File: src/rtl/core/e2q_pkg.sv
`timescale 1ns / 1ps
package e2q_pkg;
  localparam int CordicSteps = 16;
  localparam int AtanLen     = 30;
  localparam int Latency     = CordicSteps + 5;

  localparam logic signed [31:0] PiQ28     = 32'sd843314857;
  localparam logic signed [31:0] HalfPiQ28 = 32'sd421657428;
  localparam logic signed [31:0] GainQ30   = 32'sd652032874;
  localparam logic signed [17:0] OneQ16    = 18'sd65536;
  localparam logic signed [17:0] OneQ14    = 18'sd16384;

  typedef struct packed {
    logic signed [15:0] angle_x;
    logic signed [15:0] angle_y;
    logic signed [15:0] angle_z;
  } e2q_in_t;

  typedef struct packed {
    logic signed [15:0] quat_x;
    logic signed [15:0] quat_y;
    logic signed [15:0] quat_z;
    logic signed [15:0] quat_w;
  } e2q_out_t;

  function automatic logic signed [31:0] atan_q28(input int i);
    case (i)
      0: return 32'sd210828714;  1: return 32'sd124459457;
      2: return 32'sd65760959;   3: return 32'sd33381290;
      4: return 32'sd16755422;   5: return 32'sd8385879;
      6: return 32'sd4193963;    7: return 32'sd2097109;
      8: return 32'sd1048571;    9: return 32'sd524287;
      default: return (i < AtanLen - 1) ? (32'sd1 <<< (28 - i)) : 32'sd0;
    endcase
  endfunction
endpackage

File: src/rtl/core/e2q_cordic_lane.sv
`timescale 1ns / 1ps
module e2q_cordic_lane
  import e2q_pkg::*;
(
  input  logic               clk,
  input  logic signed [15:0] angle,
  output logic signed [17:0] cos_q16,
  output logic signed [17:0] sin_q16
);
  // stage registers, index 0 is the folded start
  logic signed [32:0] xs [0:CordicSteps];
  logic signed [32:0] ys [0:CordicSteps];
  logic signed [31:0] zs [0:CordicSteps];
  logic               ng [0:CordicSteps];
  logic signed [31:0] z0;

  assign z0 = 32'(angle) <<< 15;

  // fold the half angle into [-pi/2, pi/2]
  always_ff @(posedge clk) begin
    xs[0] <= 33'(GainQ30);
    ys[0] <= '0;
    if (z0 > HalfPiQ28) begin
      zs[0] <= z0 - PiQ28;
      ng[0] <= 1'b1;
    end else if (z0 < -HalfPiQ28) begin
      zs[0] <= z0 + PiQ28;
      ng[0] <= 1'b1;
    end else begin
      zs[0] <= z0;
      ng[0] <= 1'b0;
    end
  end

  // advance one micro-rotation per stage
  for (genvar i = 0; i < CordicSteps; i++) begin : g_step
    always_ff @(posedge clk) begin
      ng[i+1] <= ng[i];
      if (zs[i] >= 0) begin
        xs[i+1] <= xs[i] - (ys[i] >>> i);
        ys[i+1] <= ys[i] + (xs[i] >>> i);
        zs[i+1] <= zs[i] - atan_q28(i);
      end else begin
        xs[i+1] <= xs[i] + (ys[i] >>> i);
        ys[i+1] <= ys[i] - (xs[i] >>> i);
        zs[i+1] <= zs[i] + atan_q28(i);
      end
    end
  end

  // negate, round to Q.16 and clamp
  logic signed [33:0] xf, yf, xr, yr;
  always_comb begin
    xf = ng[CordicSteps] ? -34'(xs[CordicSteps]) : 34'(xs[CordicSteps]);
    yf = ng[CordicSteps] ? -34'(ys[CordicSteps]) : 34'(ys[CordicSteps]);
    xr = (xf + 34'sd8192) >>> 14;
    yr = (yf + 34'sd8192) >>> 14;
  end

  always_ff @(posedge clk) begin
    cos_q16 <= (xr > 34'(OneQ16)) ? OneQ16 : (xr < -34'(OneQ16)) ? -OneQ16 : 18'(xr);
    sin_q16 <= (yr > 34'(OneQ16)) ? OneQ16 : (yr < -34'(OneQ16)) ? -OneQ16 : 18'(yr);
  end
endmodule

File: config.mk
export PLATFORM = sky130hd
export DESIGN_NAME = e2q_cordic_lane
export DESIGN_NICKNAME = d
export VERILOG_FILES = /design/src/rtl/core/e2q_pkg.sv /design/src/rtl/core/e2q_cordic_lane.sv
export SDC_FILE = /design/constraint.sdc
export NUM_CORES = 2
export LEC_CHECK = 0
export BUFFER_PORTS_ARGS = -buffer_cell sky130_fd_sc_hd__buf_4
export CORE_ASPECT_RATIO = 0.6
export CORE_MARGIN = 2
export CORE_UTILIZATION = 28
export CTS_CLUSTER_SIZE = 24
export DETAILED_ROUTE_END_ITERATION = 8
export GPL_TIMING_DRIVEN = 1
export PLACE_DENSITY = 0.47
export SYNTH_ARGS = -nofsm -noshare
export SYNTH_HDL_FRONTEND = slang
export SYNTH_SLANG_ARGS = --single-unit
File: constraint.sdc
create_clock -name clk -period 8 [get_ports clk]
set_input_delay 1.6 -clock clk [delete_from_list [all_inputs] [get_ports clk]]
set_output_delay 1.6 -clock clk [all_outputs]
set_load 0.05 [all_outputs]
# Yosys cells after proc, flatten, opt, wreduce, memory -nomap -nowiden
# Memories as Yosys holds them, arrays and structs flattened.
# Cells that the tools add are included.
# classes
add_sub_neg	101
n_lt_le_gt_ge	22
n_mux	112
bitwise_logic	52
n_reduce_logical	2
# ops
operator	n
33-bit two-way mux	32
32-bit two-way mux	18
32-bit by 1-bit greater-or-equal comparator with 1-bit output, second input constant	16
34-bit by 15-bit adder with 34-bit output, second input constant	2
34-bit two-way mux	2
33-bit negation with 34-bit output	2
33-bit by 18-bit adder with 33-bit output	2
33-bit by 19-bit adder with 33-bit output	2
33-bit by 20-bit adder with 33-bit output	2
33-bit by 21-bit adder with 33-bit output	2
33-bit by 22-bit adder with 33-bit output	2
33-bit by 23-bit adder with 33-bit output	2
33-bit by 24-bit adder with 33-bit output	2
33-bit by 25-bit adder with 33-bit output	2
33-bit by 26-bit adder with 33-bit output	2
33-bit by 27-bit adder with 33-bit output	2
33-bit by 28-bit adder with 33-bit output	2
33-bit by 29-bit adder with 33-bit output	2
33-bit by 30-bit adder with 33-bit output	2
33-bit by 31-bit adder with 33-bit output	2
33-bit by 32-bit adder with 33-bit output	2
33-bit by 18-bit subtractor with 33-bit output	2
33-bit by 19-bit subtractor with 33-bit output	2
33-bit by 20-bit subtractor with 33-bit output	2
other kinds (54)	181
# word_totals
reg_bits	36
ramBits	1683
input_bits	17
output_inout_bits	36
wordCells	297
n_memories	4
# mem_list
name	words	word_bits	rd	rd_clocked_by_memory_dff	write_ports	line	text
xs	17	33	17	0	17	e2q_cordic_lane.sv:11	logic signed [32:0] xs [0:CordicSteps];
ys	17	33	17	0	17	e2q_cordic_lane.sv:12	logic signed [32:0] ys [0:CordicSteps];
zs	17	32	16	0	17	e2q_cordic_lane.sv:13	logic signed [31:0] zs [0:CordicSteps];
ng	17	1	17	0	17	e2q_cordic_lane.sv:14	logic ng [0:CordicSteps];

# Logic depth before layout (Yosys ltp)
# depth
ltp_word	6
mapped_depth	22
ltp_nobuf	21

# Worst setup path before layout
# OpenSTA, ideal clock, no wires.
# synth_path
path_type	flip-flop to flip-flop
startpoint	memory ys[3][9]
endpoint	memory xs[4][31]
setup_time_ns	0.072
arrival_ns	4.654
required_ns	7.928
path_slack_ns	3.274
path_stages_with_launch	18
n_path_buf	0
period_less_slack_ns	4.726
path_cell_list	dfxtp_1 > or4_4 > or3_4 > or3_1 > or4_4 > o31ai_1 > xor2_1 > ha_1 > a21o_1 > a31o_2 > a21oi_1 > a41oi_1 > a211o_1 > o41ai_1 > o21ai_0 > nor4_1 > o31a_1 > xnor2_1
# synth_rtl
item	line
start: declaration	e2q_cordic_lane.sv:12
end: declaration	e2q_cordic_lane.sv:11

==> results.tsv <==
stage	metric	value	unit
setup_path	path_common_cell	a21oi_1	
routing	viasPerCell	5.07	
timing	final-hold-violation-count	0	
synthesis	synth.avg_cell_area	8.49	µm²
synthesis	synth-compound-area-share	0.223	
synthesis	ys_ff_latch	1415	
setup_path	path_cells	inv_1 -> buf_4 -> nor2_1 -> xnor2_1 -> ha_1 -> nor2b_1 -> o31ai_1 -> a21oi_1 -> o31ai_1 -> a31oi_1 -> o2111ai_1 -> a31oi_1 -> a21o_1 -> a21o_1 -> a21oi_1 -> a21oi_1 -> xnor2_1	
grt	grt_pass1_vias	79600	
timing	min_period_over_period	0.728	
timing	setup_tns	0	ns
routing	dr.pass1.iters	7	
finish	area_growth	11.4	%
timing	tightestPinTransition	1.20	ns
synthesis	synthXorXnorAreaFrac	0.148	
outcome	outcome	finished clean	
routing	wl_per_cell	18.5	µm
setup_path	required	8.71	ns
setup_path	cpMaxStageDelayCell	o31ai_1	
timing	setup_viol	0	
floorplan	dieArea	374000	µm²
synthesis	synthAdderAreaFrac	0.166	
synthesis	synth_top_family_by_area	compound AO/OA/AOI/OAI gates	
setup_path	cp.depth	17	
routing	via_count	87600	
synthesis	synth_most_common_cell	dfxtp_1	
clock_tree	cts.reportedPaths.clkPinSlew	0.06	ns
finish	fin_nets	13600	
clock_tree	clock_latency	0.89	ns
setup_path	start_kind	flip-flop	
setup_path	cp.arrival	6.53	ns
setup_path	reg2reg_depth	17	
synthesis	ys_warn_count	0	
routing	drc	0	
clock_tree	cts_buffers	170	
synthesis	synth_area_leaders	dfxtp_1, ha_1, xnor2_1	
synthesis	synthMuxAreaShare	0.00417	
timing	slew_headroom	0.193	
floorplan	fp.dieH	474	µm
finish	fillCellCount	38900	
finish	drive_gt1_frac	0.0402	
setup_path	critical_path_buf_inv_count	2	
clock_tree	h-tree-depth	4	
timing	report.final.slew_viol_count	0	
clock_tree	ctsLongestPathBuffers	4	
grt	track_usage	0.167	
clock_tree	cts.repair.resized	0	
floorplan	die_w	788	µm
clock_tree	clock-root-buffer	clkbuf_16	
synthesis	yosysSeqAreaShare	0.277	
grt	grt-ovfl-total	0	
synthesis	synth_top_area_share	0.270	
clock_tree	postCtsHoldBufs	0	
floorplan	io_pins	53	
synthesis	ys_types	96	
timing	setup_slack	2.18	ns
finish	regArea	28600	µm²
synthesis	synth_area_leader_cell	dfxtp_1	
grt	antenna_found_initial	19	
setup_path	path_delay_family	compound AO/OA/AOI/OAI gates	
routing	antenna_left	0	
synthesis	synth-simple-area-share	0.155	
grt	grt_max_degree	69	
min_path	min_path_cells	0	
synthesis	async_flop_share	0	
floorplan	core_area	366000	µm²
clock_tree	cts.sinks	1415	
placed_design	place_congestion	0.908	
synthesis	netlist_area	103000	µm²
routing	drt_iter0_drc	8377	
setup_path	crit_fanout	21	
grt	grt_first_pass_wirelength	495000	µm
synthesis	synth_enable_flop_cells	21	
floorplan	start_util	0.282	
synthesis	synthTopCellsByCount	dfxtp_1, ha_1, xnor2_1	
timing	fin_skew	0.0876	ns
timing	rsz0062_at_grt	false	
placed_design	place_hpwl	264000	µm
placed_design	io_buffers	52	
flow_run	cap_violations	0	
timing	fmax	0.172	GHz
synthesis	yosys_most_used_dff	dfxtp_1	
min_path	min_path_type	reg2reg	
setup_path	end_kind	flip-flop	
routing	wirelength	320000	µm
setup_path	cp_slowest_stage_delay	0.98	ns
finish	multiInputGateArea	71900	µm²
timing	period_minus_slack	5.82	ns
clock_tree	post-cts-setup-buffers	0	
setup_path	critical_path_class	reg2reg	
floorplan	rows	172	
synthesis	synthCells	12200	
placed_design	preCtsSetupSlack	2.43	ns
clock_tree	cts_tree	yes	
## placed cells by master, fill, tap and decap left out, types with 46 or more instances in the layout
cell type,Yosys,final
ha_1,1295,1295
o21ai_0,851,851
xor2_1,584,584
o41ai_1,109,109
or3_1,144,144
o21a_1,230,230
a21boi_0,47,47
nand2_1,782,782
and3_1,94,94
inv_1,566,566
xnor2_1,1158,1158
a21o_1,439,439
nand2b_1,226,226
a21oi_1,922,922
buf_4,0,105
a31oi_1,79,79
or4_1,85,85
nand3_1,244,244
or2_2,53,53
nand4_1,68,68
dfxtp_1,1394,1383
nor3_1,228,228
fa_1,46,46
nor4_1,76,76
o21bai_1,146,146
clkbuf_16,0,173
nor2_1,936,936
nor2b_1,198,198
o211ai_1,57,57
o31ai_1,218,218
a211oi_1,89,89
## metrics by stage
step           instances   util  hold WS [ns]  instance area, µm²
6_report           17300  0.314         0.315              115000
5_1_grt            17300  0.314         0.324              115000
4_1_cts            17300  0.314         0.317              115000
3_5_place_dp       17000  0.299         0.313              109000
3_3_place_gp       17000  0.299         0.312              109000
2_1_floorplan      12200      -         0.310              103000
## worst paths after layout
check / endpoint / startpoint / slack [ns]
setup / recovery: xs[9][32]$_DFF_P_ / zs[8][31]$_DFF_P_ / 2.18
hold / removal: zs[13][15]$_DFF_P_ / zs[12][15]$_DFF_P_ / 0.32
setup reg to reg: xs[9][32]$_DFF_P_ / zs[8][31]$_DFF_P_ / 2.18
hold reg to reg: zs[13][15]$_DFF_P_ / zs[12][15]$_DFF_P_ / 0.32
## area by class of cell
| cell class | count | share of cell area |
|---|---|---|
| inverter | 574 | 0.0187 |
| multi-input combinational | 10000 | 0.625 |
| timing repair buffer | 105 | 0.00686 |
| tap | 4872 | 0.0530 |
| sequential | 1415 | 0.248 |
| clock buffer | 239 | 0.0428 |
| antenna | 5 | 0.000109 |
| clock inverter | 55 | 0.00519 |
## state kept, by name, summed over array words and instances, names as in the netlist
name / count
ng: 17
ys: 496
cos_q16: 18
zs: 396
sin_q16: 18
xs: 470
## kinds of logic after synthesis
| logic type | after synthesis |
|---|---|
| fa+ha+maj | 1342 |
| compound gates | 3575 |
| xor+xnor | 1743 |
| other cells | 1 |
| simple gates | 3279 |
| mux | 41 |
| buf+inv | 763 |
| flops | 1415 |
## worst register-to-register path: stages (launching register included)
cell and delay [ns]:
dfxtp_2 0.46, inv_1 0.28, buf_4 0.33, nor2_1 0.11, xnor2_1 0.50, ha_1 0.39, nor2b_1 0.16, o31ai_1 0.36
a21oi_1 0.19, o31ai_1 0.98, a31oi_1 0.35, o2111ai_1 0.43, a31oi_1 0.25, a21o_1 0.25, a21o_1 0.17, a21oi_1 0.22
a21oi_1 0.12, xnor2_1 0.13
## routing by layer
layer	track usage	vias to the layer above	routed length, µm
met5	0	-	48
met4	0.0213	8	3330
met3	0.0419	242	29500
met2	0.178	2694	93400
met1	0.302	40600	193000
li1	-	44100	-
Power is left out: the tool's default activity adds up to more than one toggle a clock period on the data nets, which glitch-free logic cannot reach.
